[src/sv/plb_pkg.sv]
package plb_pkg;

    // request codes
    localparam logic [2:0] REQ_INSERT    = 3'd0;
    localparam logic [2:0] REQ_APPEND    = 3'd1;
    localparam logic [2:0] REQ_ERASE     = 3'd2;
    localparam logic [2:0] REQ_READ      = 3'd3;
    localparam logic [2:0] REQ_OVERWRITE = 3'd4;
    localparam logic [2:0] REQ_FIND      = 3'd5;
    localparam logic [2:0] REQ_CLEAR     = 3'd6;

    // status codes
    localparam logic [1:0] ST_OK        = 2'd0;
    localparam logic [1:0] ST_BAD_POS   = 2'd1;
    localparam logic [1:0] ST_FULL      = 2'd2;
    localparam logic [1:0] ST_NOT_FOUND = 2'd3;

    // matches scanned per cycle by the finder
    localparam int unsigned SCAN_LANES = 8;

    typedef struct packed {
        logic [2:0]         req_type;
        logic [6:0]         position;
        logic signed [31:0] value;
    } t_in_item;

    typedef struct packed {
        logic [1:0]         status;
        logic signed [31:0] data_out;
        logic [5:0]         found_index;
        logic [6:0]         entry_count;
        logic               is_full;
        logic               is_empty;
    } t_out_item;

    // command broadcast to every cell
    typedef struct packed {
        logic en;
        logic ins;
        logic ers;
        logic wr;
        logic tap;
        logic cmp;
    } t_cell_ctl;

    // finder status back to the controller
    typedef struct packed {
        logic done;
        logic hit;
    } t_scan_st;

endpackage

[src/sv/plb_cell.sv]
module plb_cell #(
    parameter int unsigned IDX        = 0,
    parameter int unsigned WORD_WIDTH = 32,
    parameter int unsigned PW         = 6,
    parameter int unsigned CW         = 7
) (
    input  logic                  i_clk,
    input  plb_pkg::t_cell_ctl    i_ctl,
    input  logic [PW-1:0]         i_pos,
    input  logic [CW-1:0]         i_count,
    input  logic [WORD_WIDTH-1:0] i_value,
    input  logic [WORD_WIDTH-1:0] i_left,
    input  logic [WORD_WIDTH-1:0] i_right,
    output logic [WORD_WIDTH-1:0] o_word,
    output logic [WORD_WIDTH-1:0] o_tap,
    output logic                  o_match
);
    import plb_pkg::*;

    logic [WORD_WIDTH-1:0] r_word;
    logic [WORD_WIDTH-1:0] r_tap;
    logic                  r_match;
    logic                  w_at_pos;
    logic                  w_above_pos;
    logic                  w_in_list;

    assign w_at_pos    = (i_pos == PW'(IDX));
    assign w_above_pos = (PW'(IDX) > i_pos);
    assign w_in_list   = (CW'(IDX) < i_count);

    always_ff @(posedge i_clk) begin
        if (i_ctl.en) begin
            // sample before the word moves so erase returns the old entry
            r_tap   <= (i_ctl.tap && w_at_pos) ? r_word : '0;
            r_match <= i_ctl.cmp && w_in_list && (r_word == i_value);
            if (i_ctl.ins) begin
                if (w_at_pos) begin
                    r_word <= i_value;
                end else if (w_above_pos) begin
                    r_word <= i_left;
                end
            end else if (i_ctl.ers) begin
                if (w_at_pos || w_above_pos) begin
                    r_word <= i_right;
                end
            end else if (i_ctl.wr && w_at_pos) begin
                r_word <= i_value;
            end
        end
    end

    assign o_word  = r_word;
    assign o_tap   = r_tap;
    assign o_match = r_match;

endmodule

[config.mk]
export PLATFORM = sky130hd
export DESIGN_NAME = plb_cell
export DESIGN_NICKNAME = d
export VERILOG_FILES = /design/src/sv/plb_pkg.sv /design/src/sv/plb_cell.sv
export SDC_FILE = /design/constraint.sdc
export NUM_CORES = 1
export LEC_CHECK = 0
export ABC_AREA = 1
export BUFFER_PORTS_ARGS = -buffer_cell sky130_fd_sc_hd__buf_2
export CAP_MARGIN = 5
export CORE_MARGIN = 4
export CORE_UTILIZATION = 46
export CTS_CLUSTER_SIZE = 12
export DETAILED_ROUTE_END_ITERATION = 8
export GPL_TIMING_DRIVEN = 0
export PLACE_DENSITY = 0.92
export REMOVE_ABC_BUFFERS = 1
export SLEW_MARGIN = 20
export SYNTH_ARGS = -nofsm -noshare
export SYNTH_HDL_FRONTEND = slang
export SYNTH_SLANG_ARGS = --single-unit
[constraint.sdc]
create_clock -name i_clk -period 3.9 [get_ports i_clk]
set_input_delay 0.78 -clock i_clk [delete_from_list [all_inputs] [get_ports i_clk]]
set_output_delay 0.78 -clock i_clk [all_outputs]
set_load 0.03 [all_outputs]
# Yosys cells after proc, flatten, opt, wreduce, memory -nomap -nowiden
# Cells that the tools add are included.
classes:
  magnitude_cmp: 2
  n_eq_ne: 3
  muxes: 6
  reduce_logical: 8
ops:
  columns: ["cell", "count"]
  rows:
  - ["2-to-1 mux 32 bit", 6]
  - ["== test 32 bit", 1]
  - ["less-than comparator 1 x 7 -> 1 bit (first input constant)", 1]
  - ["greater-than comparator 1 x 6 -> 1 bit (first input constant)", 1]
  - ["zero test 6 bit", 1]
  - ["!= test 3 x 1 -> 1 bit (second input constant)", 2]
  - ["logical AND 1 bit", 4]
  - ["AND reduction 4 bit", 1]
  - ["nonzero test 3 bit", 1]
  - ["logical OR 1 bit", 1]
totals:
  ff_bits: 65
  input_bits: 116
  output_inout_bits: 65
  wordCells: 22

# Logic depth before layout (Yosys ltp)
depth:
  word_depth: 5
  mapped_depth: 8
  ltp_nobuf: 8

# Least setup slack after synthesis
# Ideal clock, no wire load.
synth_timing:
  kind: "in2reg"
  start: "in i_pos[1]"
  end: "reg r_word[0], in the netlist o_word[0] (enable)"
  setup_time_ps: 421
  arrival_ps: 2648
  required_time_ps: 3479
  setup_slack_ps: 831
  cell_stages: 4
  n_path_buf: 1
  path_cell_list: "nor2_1 nand3_2 clkbuf_1 nor2_1"
synth_via:
  elab_chain_len: 4
  word_cells_on_any_way: 8
  classes_between: "order compare: 1; eq/ne: 2; reduce/logical: 5"
synth_lines:
  columns: ["element", "line", "text"]
  rows:
  - ["start, declared", "plb_cell.sv:9", "input logic [PW-1:0] i_pos,"]
  - ["greater-than comparator 1 x 6 -> 1 bit or zero test 6 bit (tied branches)", "plb_cell.sv:28, plb_cell.sv:27", null]
  - ["logical OR 1 bit or logical AND 1 bit (tied branches)", "plb_cell.sv:43, plb_cell.sv:46", null]
  - ["!= test 3 x 1 -> 1 bit (no source line) or nonzero test 3 bit (tied branches)", null, null]
  - ["AND reduction 4 bit (no source line) (*)", null, null]
  - ["end signal, assigned", "plb_cell.sv:40", "r_word <= i_left;"]
  - ["end signal, assigned", "plb_cell.sv:44", "r_word <= i_right;"]
  - ["end signal, assigned", "plb_cell.sv:47", "r_word <= i_value;"]
  - ["end, declared", "plb_cell.sv:20", "logic [WORD_WIDTH-1:0] r_word;"]
# Every way passes the cells marked *; elsewhere a longest branch is shown, timed or not.
# A chain may end at the register's enable or synchronous reset.

# Worst setup path after layout
layout_timing:
  start: "in i_pos[1]"
  end: "reg r_tap[14], in the netlist o_tap[14], data pin"
layout_via:
  elab_chain_len: 2
layout_lines:
  columns: ["element", "line", "text"]
  rows:
  - ["zero test 6 bit", "plb_cell.sv:27", "assign w_at_pos = (i_pos == PW'(IDX));"]
  - ["logical AND 1 bit", "plb_cell.sv:34", "r_tap <= (i_ctl.tap && w_at_pos) ? r_word : '0;"]
  - ["end signal, assigned", "plb_cell.sv:34", null]
  - ["end, declared", "plb_cell.sv:21", "logic [WORD_WIDTH-1:0] r_tap;"]
# Every way passes these cells.

==> key figures <==
Final layout
  – Most common library cell in the layout ignoring fill and taps: sky130_fd_sc_hd__buf_2
  – Post-layout net count: 708
  – Layout cells sized above 1: 0.341
  – Area growth from synthesis to layout: 33.0%
  – Final Instance Count excl. Fillers: 694
  – Leading cell types in the layout, fill and taps excluded: sky130_fd_sc_hd__buf_2 (180), sky130_fd_sc_hd__nor2_1 (82), sky130_fd_sc_hd__nand2_1 (74), sky130_fd_sc_hd__edfxtp_1 (65), sky130_fd_sc_hd__o21ai_1 (60)
  – Total inserted antenna cells: 0

Clocking
  – Buffers from clock root to sink, at most: 2
  – TritonCTS Sinks: 65
  – Quantity of gates resized following cts: 0
  – Clock transition at the registers of the reported paths: 0.07 ns
  – CTS Buf Count: 9
  – Clock root buffer: sky130_fd_sc_hd__clkbuf_8
  – Number of setup buffers added after CTS: 0
  – Later-pin clock latency in the skew report: 0.33 ns
  – # hold bufs at CTS: 0
  – Clock tree from TritonCTS: yes
  – Max H-tree Level: 3

Critical path
  – Start point of the critical path: i_pos[1]
  – Critical path start-end classification: in -> reg
  – Element type at the critical path start: input pin
  – Maximum net fanout on the critical path: 36
  – Critical path capture point type: flop
  – CP Data Required Time: 4.06 ns
  – RR Startpoint: o_word[13]$_DFFE_PP_
  – Arrival time of data at the critical path endpoint: 3.42 ns

Global routing
  – Met3 usage in global routing: 0.0547
  – Number of global-route vias before repair: 3645
  – Global Route Usage Sum: 0.233
  – Grt ovf: 0
  – Initial antenna violation count: 0
  – Largest net degree at the start of global routing: 37
  – Busiest layer in global routing: met2
  – Met1 layer usage reported by global route: 0.248
  – Met2 GRT Util: 0.423
  – Wire length of the first global-routing pass: 16.2 mm

Yosys
  – Synthesized cell area: 3570 µm²
  – Number of storage elements in the synthesis netlist: 65
  – Number of synthesized flops with an enable pin: 65
  – Synth Flop Type: sky130_fd_sc_hd__edfxtp_1
  – Sequential-to-total area share from yosys stat: 0.547
  – Count of different cell masters after synthesis: 20
  – Syn Area/Cell: 8.58 µm²
  – Cells after Synth: 416
  – Synth async-reset ratio: 0
  – Warning count from the yosys run: 0

STA
  – Final period utilization: 0.835
  – Highest attainable clock frequency: 307 MHz
  – Final critical path time including I/O delays and setup: 3.26 ns
  – Count of endpoints failing hold in the final timing report: 0
  – Slew HR: 0.437
  – Minimum hold slack: 0.613 ns
  – Count of pins over their slew limit: 0
  – Clk_skew: 0.0109 ns
  – Number of setup violations in the final report: 0
  – Worst Max-Slew Pin Slew: 0.844 ns
  – RSZ-0062 raised after global routing: false

Floorplan
  – Initial cell density of the core: 0.482
  – Site row count: 31
  – I/O Pins: 181
  – Die width: 96.1 µm
  – Vertical die dimension: 96.1 µm
  – Die footprint: 9230 µm²
  – Placeable core area: 7410 µm²

Place
  – Post-Place Cells: 680
  – Post-DP HPWL: 7.99 mm
  – IO buf count: 180
  – Routability cong.: 0.772

Routing
  – First drt pass iteration count: 4
  – Number of DRC violations after detailed-routing iteration 0: 165
  – Count of unresolved DRC violations after routing: 0
  – Vias/cell: 5.19
  – Post-detailed-routing wire length: 10.9 mm
  – Post-detailed-route count of antenna-violating nets: 0
  – Routed wire per std cell: 15.7 µm
  – Overall via count from detail_route: 3599

Power
  – Power per standard cell area: 309 nW/µm²
  – Standby leakage power: 2.36 nW
  – Max IR drop VDD: 181 µV

Worst hold path
  – Kind of path behind the tightest hold check: reg -> reg
  – Worst hold start: o_word[31]$_DFFE_PP_

Run
  – Max-cap check violation count: 0

Outcome
  – Outcome: finished clean
==> final cells by class <==
class	count	area (µm²)
inverters	56	210
fillers	639	2660
clock buffers	9	124
clock inverters	5	25.0
well taps	99	124
multi-input cells	277	1340
repair buffers	183	971
flip-flops and latches	65	1950
==> sequential cells by signal, summed over array words and instances (netlist names) <==
| register | count |
|---|---|
| o_word | 32 |
| o_match | 1 |
| o_tap | 32 |
==> cells in the mapped netlist (3+ instances only) <==
cell type,n,area share
sky130_fd_sc_hd__clkbuf_1,4,0.0042
sky130_fd_sc_hd__nor2_1,85,0.089
sky130_fd_sc_hd__buf_4,3,0.0063
sky130_fd_sc_hd__edfxtp_1,65,0.55
sky130_fd_sc_hd__o21ai_1,60,0.084
sky130_fd_sc_hd__xnor2_1,7,0.017
sky130_fd_sc_hd__buf_2,9,0.013
sky130_fd_sc_hd__xor2_1,3,0.0074
sky130_fd_sc_hd__a22oi_1,32,0.067
sky130_fd_sc_hd__o21ai_0,6,0.0084
sky130_fd_sc_hd__nand2_1,74,0.078
sky130_fd_sc_hd__inv_1,55,0.058
sky130_fd_sc_hd__nand3_1,3,0.0042
==> cell families (layout without fill, tap and decap cells) <==
family / after synthesis / count (layout) / share of synthesized area
xor gates and xnor gates: 10 / 10 / 0.0245
buffers and inverters: 74 / 253 / 0.0841
DFF: 65 / 65 / 0.547
and+or+nand+nor: 168 / 168 / 0.182
AOI/OAI and AO/OA: 99 / 99 / 0.162
==> stage by stage <==
step                      worst slack [ns]  cell area (µm²)  TNS (ns)  total power [mW]   util
after floorplan                      0.675             3480         0             0.899      -
after global placement              -0.626             4500    -19.95              1.00  0.608
after CTS                            0.688             4740         0              1.48  0.640
after global routing                 0.412             4740         0              1.54  0.640
final                                0.644             4740         0              1.47  0.640
after detailed placement             0.337             4600         0              1.02  0.620
==> layer usage <==
metal / wire length (µm) / up-vias / share of wire
li1: - / 1736 / -
met1: 3900 / 1633 / 0.36
met2: 5620 / 208 / 0.52
met3: 1090 / 22 / 0.10
met4: 268 / 0 / 0.025
met5: 0 / - / 0
==> worst max-delay path: stages <==
cell,delay (ns)
sky130_fd_sc_hd__buf_2,0.09
sky130_fd_sc_hd__nor2_1,0.12
sky130_fd_sc_hd__nand3_2,0.64
sky130_fd_sc_hd__inv_2,0.86
sky130_fd_sc_hd__nand2_2,0.61
sky130_fd_sc_hd__nor2_1,0.26
==> where the power goes <==
group / leakage, nW / internal, mW / switching [mW]
sequential: 0.631 / 0.784 / 0.00435
clock: 0.0758 / 0.217 / 0.246
combinational: 1.65 / 0.0912 / 0.126
==> worst paths after layout <==
| path | end | slack [ns] | cells after the start |
|---|---|---|---|
| min | o_tap[31]$_SDFFCE_PN0P_ | 0.61 | 2 |
| max reg2reg | o_match$_DFFE_PP_ | 2.63 | 4 |
| max | o_tap[14]$_SDFFCE_PN0P_ | 0.64 | 6 |
| min reg2reg | o_tap[31]$_SDFFCE_PN0P_ | 0.61 | 2 |
Power figures use the tool's default switching activity.
