==> config.mk <==
export PLATFORM = sky130hd
export DESIGN_NAME = plb_find
export DESIGN_NICKNAME = d
export VERILOG_FILES = /design/src/sv/plb_pkg.sv /design/src/sv/plb_find.sv
export SDC_FILE = /design/constraint.sdc
export NUM_CORES = 1
export LEC_CHECK = 0
export ABC_AREA = 0
export BUFFER_PORTS_ARGS = -buffer_cell sky130_fd_sc_hd__buf_2
export CORE_UTILIZATION = 43
export DETAILED_ROUTE_END_ITERATION = 6
export PLACE_DENSITY_LB_ADDON = 0.1
export SKIP_CTS_REPAIR_TIMING = 1
export SLEW_MARGIN = 20
export SYNTH_ARGS = -nofsm -noshare
export SYNTH_HDL_FRONTEND = slang
export SYNTH_SLANG_ARGS = --single-unit
==> constraint.sdc <==
create_clock -name i_clk -period 2.77 [get_ports i_clk]
set_input_delay 0.1385 -clock i_clk [delete_from_list [all_inputs] [get_ports i_clk]]
set_output_delay 0.1385 -clock i_clk [all_outputs]
set_load 0.005 [all_outputs]
==> src/sv/plb_pkg.sv <==
package plb_pkg;

    // request codes
    localparam logic [2:0] REQ_INSERT    = 3'd0;
    localparam logic [2:0] REQ_APPEND    = 3'd1;
    localparam logic [2:0] REQ_ERASE     = 3'd2;
    localparam logic [2:0] REQ_READ      = 3'd3;
    localparam logic [2:0] REQ_OVERWRITE = 3'd4;
    localparam logic [2:0] REQ_FIND      = 3'd5;
    localparam logic [2:0] REQ_CLEAR     = 3'd6;

    // status codes
    localparam logic [1:0] ST_OK        = 2'd0;
    localparam logic [1:0] ST_BAD_POS   = 2'd1;
    localparam logic [1:0] ST_FULL      = 2'd2;
    localparam logic [1:0] ST_NOT_FOUND = 2'd3;

    // matches scanned per cycle by the finder
    localparam int unsigned SCAN_LANES = 8;

    typedef struct packed {
        logic [2:0]         req_type;
        logic [6:0]         position;
        logic signed [31:0] value;
    } t_in_item;

    typedef struct packed {
        logic [1:0]         status;
        logic signed [31:0] data_out;
        logic [5:0]         found_index;
        logic [6:0]         entry_count;
        logic               is_full;
        logic               is_empty;
    } t_out_item;

    // command broadcast to every cell
    typedef struct packed {
        logic en;
        logic ins;
        logic ers;
        logic wr;
        logic tap;
        logic cmp;
    } t_cell_ctl;

    // finder status back to the controller
    typedef struct packed {
        logic done;
        logic hit;
    } t_scan_st;

endpackage

==> src/sv/plb_find.sv <==
module plb_find #(
    parameter int unsigned CAPACITY = 64,
    parameter int unsigned PW       = 6
) (
    input  logic                i_clk,
    input  logic                i_rst_n,
    input  logic                i_start,
    input  logic [CAPACITY-1:0] i_match,
    output plb_pkg::t_scan_st   o_st,
    output logic [PW-1:0]       o_index
);
    import plb_pkg::*;

    localparam int unsigned NCH  = (CAPACITY + SCAN_LANES - 1) / SCAN_LANES;
    localparam int unsigned CHW  = (NCH > 1) ? $clog2(NCH) : 1;
    localparam int unsigned PADW = NCH * SCAN_LANES;

    logic [PADW-1:0]       w_padded;
    logic [SCAN_LANES-1:0] w_slice;
    logic [2:0]            w_enc;
    logic [CHW+2:0]        w_full_idx;
    logic                  w_last;
    logic [CHW-1:0]        r_chunk;
    logic                  r_busy;
    logic                  r_done;
    logic                  r_hit;
    logic [PW-1:0]         r_index;

    assign w_padded   = PADW'(i_match);
    assign w_slice    = w_padded[{r_chunk, 3'b000} +: SCAN_LANES];
    assign w_full_idx = {r_chunk, w_enc};
    assign w_last     = (r_chunk == CHW'(NCH - 1));

    // lowest set lane wins
    always_comb begin
        w_enc = '0;
        for (int k = SCAN_LANES - 1; k >= 0; k--) begin
            if (w_slice[k]) begin
                w_enc = 3'(k);
            end
        end
    end

    always_ff @(posedge i_clk) begin
        if (!i_rst_n) begin
            r_busy <= 1'b0;
            r_done <= 1'b0;
        end else begin
            r_done <= !i_start && r_busy && ((|w_slice) || w_last);
            if (i_start) begin
                r_busy <= 1'b1;
            end else if (r_busy && ((|w_slice) || w_last)) begin
                r_busy <= 1'b0;
            end
        end
    end

    always_ff @(posedge i_clk) begin
        if (i_start) begin
            r_chunk <= '0;
        end else if (r_busy) begin
            r_hit   <= |w_slice;
            r_index <= (|w_slice) ? w_full_idx[PW-1:0] : '0;
            if (!(|w_slice) && !w_last) begin
                r_chunk <= r_chunk + 1'b1;
            end
        end
    end

    assign o_st.done = r_done;
    assign o_st.hit  = r_hit;
    assign o_index   = r_index;

endmodule

; Word-level counts from Yosys, hierarchy flattened
; Cells that the tools add are included.
[classes]
reduce_logical = 15
add_sub_neg = 1
div = 0
bitwise_logic = 2
shift = 1
eq_ne = 1
mux = 9
n_lt_le_gt_ge = 0
n_mul = 0
[op_table]
columns = cell, count
row1 = $shiftx 64x7->8, 1
row2 = $mux 3, 4
row3 = $reduce_or 8->1, 1
row4 = $reduce_or 5->1, 1
row5 = $logic_and 1x1->1, 4
row6 = $mux 2, 2
row7 = $reduce_and 2->1, 2
row8 = $add 3x1->3 const B, 1
row9 = $eq 3x3->1 const B, 1
row10 = $logic_not 1->1, 3
row11 = $mux 1, 3
row12 = $reduce_or 3->1, 1
row13 = $not 1->1, 2
row14 = $reduce_bool 2->1, 1
row15 = $reduce_or 2->1, 1
row16 = $logic_or 1x1->1, 1
[totals]
input_bits = 67
rom_bits = 0
n_memories = 0
ramBits = 0
elab_cells = 37
out_inout_bits = 8
ff_bits = 12
latch_bits = 0

; Longest topological paths before layout
; Gate-level depths: netlist (run 1).
[depth]
depth_word = 8
depth_mapped = 8
ltp_nobuf = 6

; Worst setup path after synthesis (run 1)
; OpenSTA, ideal clock, no wires.
[synth_path]
path_type = reg2reg
from = register r_chunk[0]
to = register r_chunk[0]
period_less_slack_ps = 2274
path_stages_with_launch = 8
required_time_ps = 2649
slack_ps = 496
arrival_ps = 2153
cell_sequence = dfxtp_1 -> buf_6 -> mux4_2 -> mux2_2 -> nand2b_4 -> nand2b_4 -> nor4b_4 -> mux2_4
[synth_via]
elab_chain_len = 5
elab_cells_between_ends = 8
[synth_rtl]
columns = item, line
row1 = "start, declared", plb_find.sv:23  ; logic [CHW-1:0] r_chunk;
row2 = "start signal, assigned", plb_find.sv:65  ; r_chunk <= r_chunk + 1'b1;
row3 = $shiftx 64x7->8, plb_find.sv:30  ; assign w_slice = w_padded[{r_chunk, 3'b000} +: SCAN_LANES];
row4 = $reduce_or 8->1, plb_find.sv:64  ; if (!(|w_slice) && !w_last) begin
row5 = $logic_not 1->1, plb_find.sv:64
row6 = $logic_and 1x1->1, plb_find.sv:64
row7 = $reduce_and 2->1 (no source line), --
; Several ways; a longest one is shown, not always the timed one.
; A chain may end at the register's enable or synchronous reset.

; Worst setup path in the final report (run 1)
; Ends and elaborated chain as after synthesis.

==> flow_summary.json, run 1 <==
{
  "routed_wl_um": 3120,
  "drv_slew": 0,
  "gp_congestion": 0.882,
  "reg2reg_depth": 6,
  "mostFrequentLayoutCells": "buf_2, mux2i_1, nand3_1, mux4_2, nor2b_1",
  "syn-cell-area_um2": 1250,
  "hold_violations": 0,
  "worst_slack_ns": 0.335,
  "vias_per_cell": 5.61,
  "fin_crit_ns": 2.43,
  "required_ns": 2.93,
  "p_leak_nw": 0.695,
  "end_kind": "flip-flop",
  "placementRows": 19,
  "skew_ns": 0.00348,
  "setup_viol": 0,
  "clock_latency_ns": 0.27,
  "finalPower_mw": 0.404,
  "synth.area.mux_share_pct": 35.3,
  "clkPwrFrac_pct": 27.1,
  "wire_per_inst_um": 14.0,
  "n_antenna_cell": 0,
  "p_int_mw": 0.305,
  "p_sw_share_pct": 24.5,
  "max_freq_ghz": 0.411,
  "synth_fp_nets": 189,
  "area_delta_synth_final_pct": 32.7,
  "multiInputGateArea_um2": 885,
  "dpl.hpwl_um": 2650,
  "fin_setup_tns_ns": 0,
  "drtIter0Drc": 41,
  "rsz0062_at_grt": "no",
  "synth-adder-area-share_pct": 2.00,
  "startpoint_type": "flip-flop",
  "switchingPower_mw": 0.0988,
  "comb_power_share_pct": 25.2,
  "placed_area_um2": 1640,
  "ys_seq_area_share_pct": 24.8,
  "outcome": "complete, no violations",
  "grt_pass1_wl_um": 5270,
  "gr-total-overflow": 0,
  "hold_depth": 2,
  "vias": 1252,
  "tightest_slew_ns": 0.634,
  "register_area_um2": 310,
  "clock-sinks": 12,
  "pwr-share-seq_pct": 47.7,
  "first_global_vias": 1272,
  "cts_buffer_depth": 2,
  "drive_gt1_share_pct": 51.6,
  "worstPathArrival_ns": 2.60,
  "antenna_left": 0,
  "yosysUniqueCellTypes": 35,
  "synth_compound_gate_area_share_pct": 10.8,
  "dp_slack_ns": 0.239,
  "cts_tree": "yes",
  "hold_ws_ns": 0.0836,
  "maxCapViolCount": 0,
  "ir_worst_vdd_mv": 0.265,
  "fin_area_um2": 1660,
  "chipHeight_um": 56.0,
  "core_region_area_um2": 2760,
  "avgSynthCellArea_um2": 10.4,
  "path_clk_slew_ns": 0.07,
  "cts_max_level": 1,
  "crit_path_max_fanout": 5,
  "synth-seq-cells": 12,
  "start_util_pct": 45.5,
  "netlist_instances": 120,
  "die_area_um2": 3140,
  "numCtsBuffers": 3,
  "synth_top_family_by_area": "multiplexers",
  "hp-class": "primary input to flip-flop",
  "drc_errors": 0,
  "cts-root-buf": "clkbuf_4",
  "fin_nets": 262,
  "slew_headroom_pct": 57.6,
  "die_w_um": 56.0,
  "grt_max_degree": 23,
  "power_density_nw_per_um2": 242,
  "crit_type": "flip-flop to flip-flop",
  "final_common_cell": "buf_2",
  "grt_usage_pct": 21.3,
  "ios": 75,
  "io_buffers": 74,
  "nFillCells": 234,
  "fin_crit_sh_pct": 87.9,
  "firstDrtPassIters": 4,
  "synth_xor_area_share_pct": 0,
  "synth-simple-area-share_pct": 22.3,
  "synth_warnings": 0,
  "grt_antenna_before_repair": 0
}
## through the flow
step                      utilization, %  instances
after floorplan                        -        120
after global placement              59.3        219
after detailed placement            59.3        219
after CTS                           60.3        223
after global routing                60.3        223
final                               60.3        223
## metal layers
layer,routed length (µm),track usage (%),vias to the layer above,part of all wire (%)
li1,-,-,617,-
met2,1520,37.8,59,49
met1,1320,25.1,568,42
met3,204,4.88,8,6.5
met4,74,7.32,0,2.4
met5,0,0,-,0
## power groups by stage
stage                     clock network [mW]  registers (mW)  logic, mW
after CTS                              0.116           0.192      0.103
after floorplan                            0           0.197     0.0442
after global routing                   0.125           0.193      0.113
after global placement                     0           0.197      0.100
after detailed placement                   0           0.197      0.102
final                                  0.110           0.192      0.102
## state kept, by name, indices dropped and copies added (netlist names)
register	flops
o_index	6
r_done	1
r_hit	1
r_busy	1
r_chunk	3
## critical path, cell delays in order (launching register included)
cell and delay [ns]:
dfxtp_1 0.48, mux4_2 0.54, mux2_2 0.29, nand2b_4 0.14
nand2b_4 0.16, nor4b_4 0.39, mux2_4 0.33
## cell type report
type / instances / share of cell area (%)
clock inverter: 1 / 0.226
clock buffer: 3 / 1.35
sequential: 12 / 18.6
inverter: 1 / 0.226
tap: 31 / 2.33
multi-input combinational: 97 / 53.2
timing repair buffer: 78 / 24.1
## Yosys cell counts, drive strengths merged
master / instances / share of area, %
a211oi: 2 / 1.2
a21oi: 5 / 2.0
a22o: 2 / 1.4
a22oi: 5 / 3.0
and2: 1 / 0.50
buf: 8 / 4.0
clkbuf: 2 / 0.60
dfxtp: 5 / 8.0
edfxtp: 7 / 17
ha: 2 / 2.0
inv: 1 / 0.30
mux2: 3 / 3.0
mux2i: 19 / 16
mux4: 9 / 16
nand2: 3 / 0.90
nand2b: 6 / 4.2
nand3: 9 / 3.6
nand4: 2 / 1.0
nor2: 7 / 2.1
nor2b: 9 / 4.5
nor3: 3 / 1.2
nor3b: 2 / 1.2
nor4: 1 / 0.50
nor4b: 1 / 1.9
o21a: 1 / 0.60
o21ai: 1 / 0.40
o311a: 2 / 1.6
o31ai: 1 / 0.60
or3b: 1 / 0.70
## worst paths after layout
path                end  startpoint  slack (ns)
max          r_chunk[0]  r_chunk[0]        0.34
min              r_busy     i_rst_n        0.08
max reg2reg  r_chunk[0]  r_chunk[0]        0.34
min reg2reg  r_chunk[2]  r_chunk[2]        0.62
## cells by family after synthesis
family                   count (synthesis)
AND/OR/NAND/NOR                         45
multiplexers                            31
AO/OA/AOI/OAI                           19
flip-flops                              12
buffers and inverters                   11
adder cells (fa/ha/maj)                  2
Power figures use the tool's default switching activity.
==> run 2: changes to the inputs <==
--- a/config.mk
+++ b/config.mk
@@ -7,11 +7,14 @@
 export LEC_CHECK = 0
 export ABC_AREA = 0
 export BUFFER_PORTS_ARGS = -buffer_cell sky130_fd_sc_hd__buf_2
-export CORE_UTILIZATION = 43
+export CELL_PAD_IN_SITES_DETAIL_PLACEMENT = 1
+export CELL_PAD_IN_SITES_GLOBAL_PLACEMENT = 1
+export CORE_UTILIZATION = 31
 export DETAILED_ROUTE_END_ITERATION = 6
 export PLACE_DENSITY_LB_ADDON = 0.1
+export RECOVER_POWER = 50
 export SKIP_CTS_REPAIR_TIMING = 1
-export SLEW_MARGIN = 20
+export SLEW_MARGIN = 25
 export SYNTH_ARGS = -nofsm -noshare
 export SYNTH_HDL_FRONTEND = slang
 export SYNTH_SLANG_ARGS = --single-unit
==> flow_summary.json, run 2 (synthesized netlist as in run 1, its figures left out) <==
{
  "hold_violations": 0,
  "dr_wl_met3_um": 238,
  "fin_setup_tns_ns": 0,
  "rsz0062_at_grt": "no",
  "firstDrtPassIters": 4,
  "ir_worst_vdd_mv": 0.169,
  "path_clk_slew_ns": 0.05,
  "mostFrequentLayoutCells": "buf_2, mux2i_1, nor2b_1, nand3_1, mux4_2",
  "worstPathCellList": "buf_4 -> nor2b_1 -> nand3_1 -> nand4_1 -> nand3_1 -> nor4b_4 -> mux2_4",
  "cts-root-buf": "clkbuf_8",
  "cp_top_family": "simple AND/OR/NAND/NOR gates",
  "crit_type": "flip-flop to flip-flop",
  "final_common_cell": "buf_2",
  "die_w_um": 65.6,
  "cts_tree": "yes",
  "numCtsBuffers": 3,
  "required_ns": 2.90,
  "setup_viol": 0,
  "nFillCells": 451,
  "drive_gt1_share_pct": 49.7,
  "crit_start": "r_chunk[0]",
  "met1Wirelength_um": 1440,
  "vias_per_cell": 5.29,
  "p_leak_nw": 0.699,
  "hp-class": "primary input to flip-flop",
  "reg2reg_to": "r_chunk[0]",
  "cts_max_level": 1,
  "highest_layer": "met4",
  "placementRows": 22,
  "chipHeight_um": 65.6,
  "post-route-util_pct": 45.2,
  "die_area_um2": 4300,
  "power_density_nw_per_um2": 269,
  "largest_reg_flops": 6,
  "routed_wl_um": 3600,
  "grt_antenna_before_repair": 0,
  "max_freq_ghz": 0.405,
  "slowest_stage": "nor4b_4",
  "reg2reg_depth": 7,
  "cts_buffer_depth": 2,
  "hold_ws_ns": 0.126,
  "tightest_slew_ns": 0.652,
  "clock_latency_ns": 0.24,
  "drtIter0Drc": 42,
  "fin_area_um2": 1710,
  "drv_slew": 0,
  "startpoint_type": "flip-flop",
  "maxCapViolCount": 0,
  "gr-total-overflow": 0,
  "antenna_left": 0,
  "crit_path_max_fanout": 15,
  "worstPathArrival_ns": 2.60,
  "critPathCapture": "r_chunk[0]",
  "end_kind": "flip-flop",
  "max_stage_delay_ns": 0.48,
  "fin_crit_ns": 2.47,
  "ios": 75,
  "finalPower_mw": 0.458,
  "grt_usage_pct": 17.3,
  "outcome": "complete, no violations",
  "vias": 1274,
  "placed_area_um2": 1660,
  "route.met2.wl_um": 1860,
  "wire_per_inst_um": 14.9,
  "slew_headroom_pct": 56.5,
  "clock-sinks": 12,
  "grt_pass1_wl_um": 5590,
  "cp.depth": 7,
  "timing.rr.start": "r_chunk[0]",
  "cpMostUsedCell": "nand3_1",
  "skew_ns": 0.000746,
  "core_region_area_um2": 3770,
  "start_util_pct": 33.2,
  "fin_crit_sh_pct": 89.2,
  "fin_nets": 263,
  "gp_congestion": 0.829,
  "r2r_slack_ns": 0.30,
  "area_delta_synth_final_pct": 36.0,
  "dpl.hpwl_um": 3140,
  "io_buffers": 74,
  "grt_max_degree": 25,
  "path_buf_inv": 1,
  "first_global_vias": 1256,
  "n_antenna_cell": 0,
  "drc_errors": 0
}
==> run 2: worst min path at each step <==
| stage | start | end | slack (ns) | cells past startpoint |
|---|---|---|---|---|
| final | i_rst_n | r_busy | 0.13 | 2 |
| after global routing | i_rst_n | r_busy | 0.14 | 2 |
| after CTS | i_rst_n | r_busy | 0.12 | 2 |
| after detailed placement | i_rst_n | r_busy | 0.37 | 2 |
| after global placement | i_rst_n | r_busy | 0.37 | 2 |
| after floorplan | i_rst_n | r_busy | 0.26 | 1 |
==> run 2: cell type report <==
class,count,area (µm²),area share [%]
inverters,1,3.75,0.220
multi-input cells,97,882,51.7
clock inverters,1,3.75,0.220
repair buffers,79,404,23.7
flip-flops and latches,12,310,18.2
well taps,48,60.1,3.52
clock buffers,3,41.3,2.42
==> run 2: power by group <==
| part | switching [mW] | total (mW) | internal [mW] | leakage [nW] |
|---|---|---|---|---|
| sequential | 0.00105 | 0.193 | 0.192 | 0.111 |
| clock | 0.0631 | 0.161 | 0.0977 | 0.0231 |
| combinational | 0.0434 | 0.104 | 0.0608 | 0.565 |
==> run 2: routing by layer <==
layer / up-vias / GRT usage, %
met2: 66 / 31.8
li1: 612 / -
met4: 0 / 4.35
met3: 8 / 4.34
met1: 588 / 19.6
met5: - / 0
==> run 2: metrics by stage <==
stage	setup WS [ns]	std cells
final	0.300	241
after global routing	0.143	241
after CTS	0.287	241
after detailed placement	0.306	237
after global placement	0.375	237
after floorplan	0.496	120
==> run 2: worst reg2reg max path, stage by stage, from the launching register on <==
cell and delay [ns]:
dfxtp_1 0.39, buf_4 0.24, nor2b_1 0.41, nand3_1 0.14
nand4_1 0.17, nand3_1 0.20, nor4b_4 0.48, mux2_4 0.34
